[src/gnhr_pkg.sv]
// Shared types and constants of the grid nearest-hit ray scorer.
// No dependencies; imported by the controller, datapath and top level.
package gnhr_pkg;

  localparam int COORD_W = 13;   // cell coordinate plus window offset, signed
  localparam int DIM_W   = 9;    // grid_width / grid_height registers
  localparam int WIN_W   = 3;    // window column / row counter, radius up to 2
  localparam int SCORE_W = 16;
  localparam int TOTAL_W = 25;
  localparam int DSQ_W   = 4;

  localparam logic [TOTAL_W-1:0] TOTAL_MAX = {TOTAL_W{1'b1}};

  // register indexes on the configuration port
  localparam logic REG_GRID_WIDTH  = 1'b0;
  localparam logic REG_GRID_HEIGHT = 1'b1;

  // item operations
  localparam logic OP_WRITE = 1'b0;
  localparam logic OP_SCORE = 1'b1;

  typedef struct packed {
    logic             load;       // capture input beat, clear search state
    logic             mem_write;  // store the captured cell into the map
    logic             rd_issue;   // read one window cell
    logic [WIN_W-1:0] win_col;
    logic [WIN_W-1:0] win_row;
    logic             emit;       // load the result register
  } dp_cmd_t;

  typedef struct packed {
    logic out_free;               // result register empty or being taken
  } dp_status_t;

  // Q2.14 value of 1/distance by squared distance, 2.0 on a direct hit
  function automatic logic [SCORE_W-1:0] inv_dist(input logic [DSQ_W-1:0] d2);
    logic [SCORE_W-1:0] v;
    unique case (d2)
      4'd0:    v = 16'd32768;
      4'd1:    v = 16'd16384;
      4'd2:    v = 16'd11585;
      4'd4:    v = 16'd8192;
      4'd5:    v = 16'd7327;
      4'd8:    v = 16'd5793;
      default: v = 16'd0;
    endcase
    return v;
  endfunction

endpackage

[src/gnhr_ctrl.sv]
// Controller state machine of the ray scorer: input handshake, window walk.
// Depends on gnhr_pkg for the command and status structs.
module gnhr_ctrl import gnhr_pkg::*; #(
  parameter int SEARCH_RADIUS = 2
) (
  input  logic       clk,
  input  logic       rst,
  input  logic       in_valid,
  output logic       in_ready,
  input  logic       op,
  input  dp_status_t status,
  output dp_cmd_t    cmd
);

  localparam logic [2:0] S_IDLE   = 3'd0;
  localparam logic [2:0] S_WRITE  = 3'd1;
  localparam logic [2:0] S_SCAN   = 3'd2;
  localparam logic [2:0] S_DRAIN  = 3'd3;
  localparam logic [2:0] S_RESULT = 3'd4;

  localparam logic [WIN_W-1:0] WIN_LAST = WIN_W'(2 * SEARCH_RADIUS);

  logic [2:0]       state, state_next;
  logic [WIN_W-1:0] col, col_next;
  logic [WIN_W-1:0] row, row_next;
  logic             accept;

  assign in_ready = (state == S_IDLE);
  assign accept   = in_valid && in_ready;

  always_comb begin
    state_next = state;
    col_next   = col;
    row_next   = row;
    unique case (state)
      S_IDLE: begin
        col_next = '0;
        row_next = '0;
        if (accept) begin
          state_next = (op == OP_SCORE) ? S_SCAN : S_WRITE;
        end
      end
      S_WRITE: state_next = S_RESULT;
      S_SCAN: begin
        if (col == WIN_LAST) begin
          col_next = '0;
          row_next = row + 1'b1;
          if (row == WIN_LAST) begin
            state_next = S_DRAIN;
          end
        end else begin
          col_next = col + 1'b1;
        end
      end
      S_DRAIN: state_next = S_RESULT;
      S_RESULT: begin
        if (status.out_free) begin
          state_next = S_IDLE;
        end
      end
      default: state_next = S_IDLE;
    endcase
  end

  always_ff @(posedge clk) begin
    if (rst) begin
      state <= S_IDLE;
      col   <= '0;
      row   <= '0;
    end else begin
      state <= state_next;
      col   <= col_next;
      row   <= row_next;
    end
  end

  always_comb begin
    cmd           = '0;
    cmd.load      = accept;
    cmd.mem_write = (state == S_WRITE);
    cmd.rd_issue  = (state == S_SCAN);
    cmd.win_col   = col;
    cmd.win_row   = row;
    cmd.emit      = (state == S_RESULT) && status.out_free;
  end

endmodule

[config.mk]
export PLATFORM = sky130hd
export DESIGN_NAME = gnhr_ctrl
export DESIGN_NICKNAME = d
export VERILOG_FILES = /design/src/gnhr_pkg.sv /design/src/gnhr_ctrl.sv
export SDC_FILE = /design/constraint.sdc
export NUM_CORES = 1
export LEC_CHECK = 0
export ABC_AREA = 1
export BUFFER_PORTS_ARGS = -buffer_cell sky130_fd_sc_hd__clkbuf_2
export CAP_MARGIN = 20
export CORE_ASPECT_RATIO = 1.1
export CORE_MARGIN = 1.5
export CORE_UTILIZATION = 35
export CTS_CLUSTER_DIAMETER = 200
export CTS_CLUSTER_SIZE = 16
export DETAILED_ROUTE_END_ITERATION = 8
export HOLD_SLACK_MARGIN = 0.12
export PLACE_DENSITY = 0.68
export SLEW_MARGIN = 40
export SYNTH_ARGS = -nofsm -noshare
export SYNTH_HDL_FRONTEND = slang
export SYNTH_SLANG_ARGS = --single-unit
[constraint.sdc]
create_clock -name clk -period 2.95 [get_ports clk]
set_input_delay 0.59 -clock clk [delete_from_list [all_inputs] [get_ports clk]]
set_output_delay 0.59 -clock clk [all_outputs]
set_load 0.005 [all_outputs]
Word level (Yosys, flattened, before mapping)
Index checks and enable logic that the tools add are counted.

$add $sub $neg: 2. Eq/ne operators: 10. Mux-type cells: 10. Reduce and logical (&&, ||, !) cells: 7.

Operator list (count): $mux W3 (6); $pmux W3 S2 (2); $pmux W3 S4 (1); $eq A3 B3 Y1 const B (3); $add A3 B1 Y3 const B (2); $eq A3 B2 Y1 const B (2); $ne A2 B1 Y1 const B (3); $reduce_and A4 Y1 (1); $eq A3 B1 Y1 const B (1); $logic_not A3 Y1 (1); $logic_and A1 B1 Y1 (2); $mux W2 (1); $ne A2 B2 Y1 const B (1); $reduce_and A2 Y1 (1); $reduce_bool A2 Y1 (1); $reduce_or A2 Y1 (1).

Bits in registers: 9. Output and inout port bits: 11. Logic and storage cells: 32.

Depth between registers and ports, before layout
Word-level depth: 4. Mapped depth: 9. Mapped depth without buffers: 9.

Least setup slack after synthesis
OpenSTA, ideal clock, no wires.

Path kind: input to output. From: input port status. To: output port cmd[0] (netlist bit). Data arrival time: 0.834 ns. Required time: 2.360 ns. Slack: 1.526 ns. Stages: 2. Buffers on the path: 0. Cells stage by stage: inv_1 -> nor4_1.

RTL lines: start: declaration (line gnhr_ctrl.sv:11) `input dp_status_t status,`; end: declaration (line gnhr_ctrl.sv:12) `output dp_cmd_t cmd`.

==> run metrics <==
result of the run=finished clean; maximum number of pins on one net before global-route repair=9; post-synth top area cell=sky130_fd_sc_hd__dfxtp_1; design internal power=0.000239 W; fraction of power consumed by the clock network=0.254; number of warnings printed during yosys synthesis=0; class of the most critical setup path=reg -> out; overall track demand over capacity in global routing=0.127; VDD IR-drop max=0.276 mV; setup repair after global routing missed its margin=false; standard cell core area=1420 µm²; Worst Hold Slack=503 ps; cell at the root of the clock tree=sky130_fd_sc_hd__clkbuf_4; via count of the first global-routing pass=363; CTS buffer count=3; share of final-layout standard cells stronger than drive strength 1=0.277; clk buf depth=2; transition time at the pin with the least slew margin=274 ps; number of setup buffers added after CTS=0; relative slew slack=0.817; Setup crit end kind=output port; Detail Placement HPWL=775 µm; count of port buffers added during placement=15; worst path required time=2360 ps; total wire length after detailed routing=976 µm; relative contribution of sequential cells to total power=0.409; post-synth net total=86; max cap viols=0; leading cell type in the layout, fill and taps excluded=sky130_fd_sc_hd__nand2_1; number of pins exceeding their max-slew limit in the final report=0; Fin. Hold Viols=0; number of placed I/O pins=16; cells along the critical path=inv_1, nor4_1, clkbuf_2; post-cts resize count=0; number of detailed-routing iterations run before antenna repair=4; switching share of total power=0.374; average size of a mapped cell=7.08 µm²; overall die height=44.4 µm; top cells by area, synth=sky130_fd_sc_hd__dfxtp_1 33%, sky130_fd_sc_hd__nand2_1 11%, sky130_fd_sc_hd__inv_1 10%; commonest cells after routing, fill and taps aside=16 x sky130_fd_sc_hd__nand2_1, 15 x sky130_fd_sc_hd__inv_1, 15 x sky130_fd_sc_hd__clkbuf_2; net load switching power=0.000143 W; grt ovf=0; crit path max fanout=4; H-Tree Level Count=1; count of antenna diodes in the layout=0; maximum clock frequency=576 MHz; post-layout min period=1740 ps; slowest library cell on the worst path=sky130_fd_sc_hd__dfxtp_1; Unique masters post-synth=20; synthesized area=546 µm²; drc violations=0; Synth Instances=77; wire per inst=8.87 µm; antenna violations before repair=0; Cell Count Post-Placement=106; number of DRC markers in iteration 0=4; routability cong.=0.746; static leakage=0.343 nW; CP max stage delay=430 ps; TritonCTS clock tree=yes; flops & latches, synth=9; detailed-route via count=506; area fraction of the dominant cell type after synthesis=0.330; sequential cell area fraction in the yosys report=0.330; pwr/cell area=587 nW/µm²; Final period util=0.589; class of the most critical hold timing path=reg -> reg; floorplan row count=14; final setup violation count=0; combinational cell fraction of total power=0.337; clock transition at the registers of the reported paths=60 ps; Post-DRT Antenna Nets=0; first-pass GRT wire length=1440 µm; floorplan die width=40.6 µm; sink count of the clock tree=9; skew final=4.27 ps; nets=104; die footprint=1800 µm²; kind of launch point of the worst setup path=flop; data arrival time of the worst path=1150 ps; Initial Util=0.384; average vias per placed instance=4.60; post-synthesis to final-layout area growth=19.5%; CTS Hold Bufs=0; total negative slack=0 ps; PnR Total Power=0.000382 W; final non-filler cell total=110; reg-to-reg slack, setup=1710 ps; clock latency reported for the late side of the worst-skew pair=260 ps
power by group through the flow:
| stage | clock network, W | registers [W] | logic, W |
|---|---|---|---|
| finish | 0.0000971 | 0.000157 | 0.000129 |
| CTS | 0.000101 | 0.000157 | 0.000131 |
| detailed placement | 0 | 0.000160 | 0.000130 |
| global route | 0.000108 | 0.000160 | 0.000150 |
| global placement | 0 | 0.000159 | 0.000129 |
| floorplan | 0 | 0.000150 | 0.000107 |
area by class of cell:
cell class / instances / area [µm²]
fillers: 145 / 767
multi-input cells: 51 / 294
flip-flops and latches: 9 / 180
repair buffers: 15 / 75.1
inverters: 15 / 56.3
clock buffers: 4 / 26.3
well taps: 16 / 20.0
state kept, by name (all words and copies together), names as in the netlist:
signal,count
row,3
col,3
state,3
per-layer routing:
metal	track usage	up-vias	routed length, µm
li1	-	275	-
met1	0.150	217	453
met2	0.162	10	444
met3	0.0452	4	41
met4	0.140	0	37
met5	0	-	0
through the flow:
step	worst slack (ps)	area, µm²	util
detailed placement	1350	626	0.441
floorplan	1530	546	-
CTS	1200	652	0.459
global route	1060	652	0.459
global placement	1360	626	0.441
finish	1210	652	0.459
synth_stat cells, drive strengths merged:
| master | instances |
|---|---|
| xor2 | 1 |
| nor4 | 1 |
| or2 | 1 |
| buf | 2 |
| dfxtp | 9 |
| a21oi | 7 |
| nand2 | 17 |
| ha | 4 |
| nand3 | 4 |
| o21ai | 3 |
| a22oi | 1 |
| nand4 | 2 |
| inv | 15 |
| nor2 | 10 |
cells by family after synthesis:
logic type | after synthesis | share of synthesized area
DFF | 9 | 0.330
and+or+nand+nor | 35 | 0.319
xor gates and xnor gates | 1 | 0.0161
AOI/OAI and AO/OA | 11 | 0.112
buffers and inverters | 17 | 0.131
adders and majority gates | 4 | 0.0917
worst paths after layout:
path | start | endpoint | cells after the start
worst min-delay path | row[1] | row[1] | 2
worst max-delay path | state[2] | cmd[0] | 3
worst max register to register | col[0] | state[1] | 9
worst min register to register | row[1] | row[1] | 2
critical path: cells and delay by family (launching register included):
| family | cells | cell delay, ps |
|---|---|---|
| flops | 1 | 430 |
| buf+inv | 2 | 230 |
| simple gates | 1 | 220 |
Power figures use the tool's default switching activity.
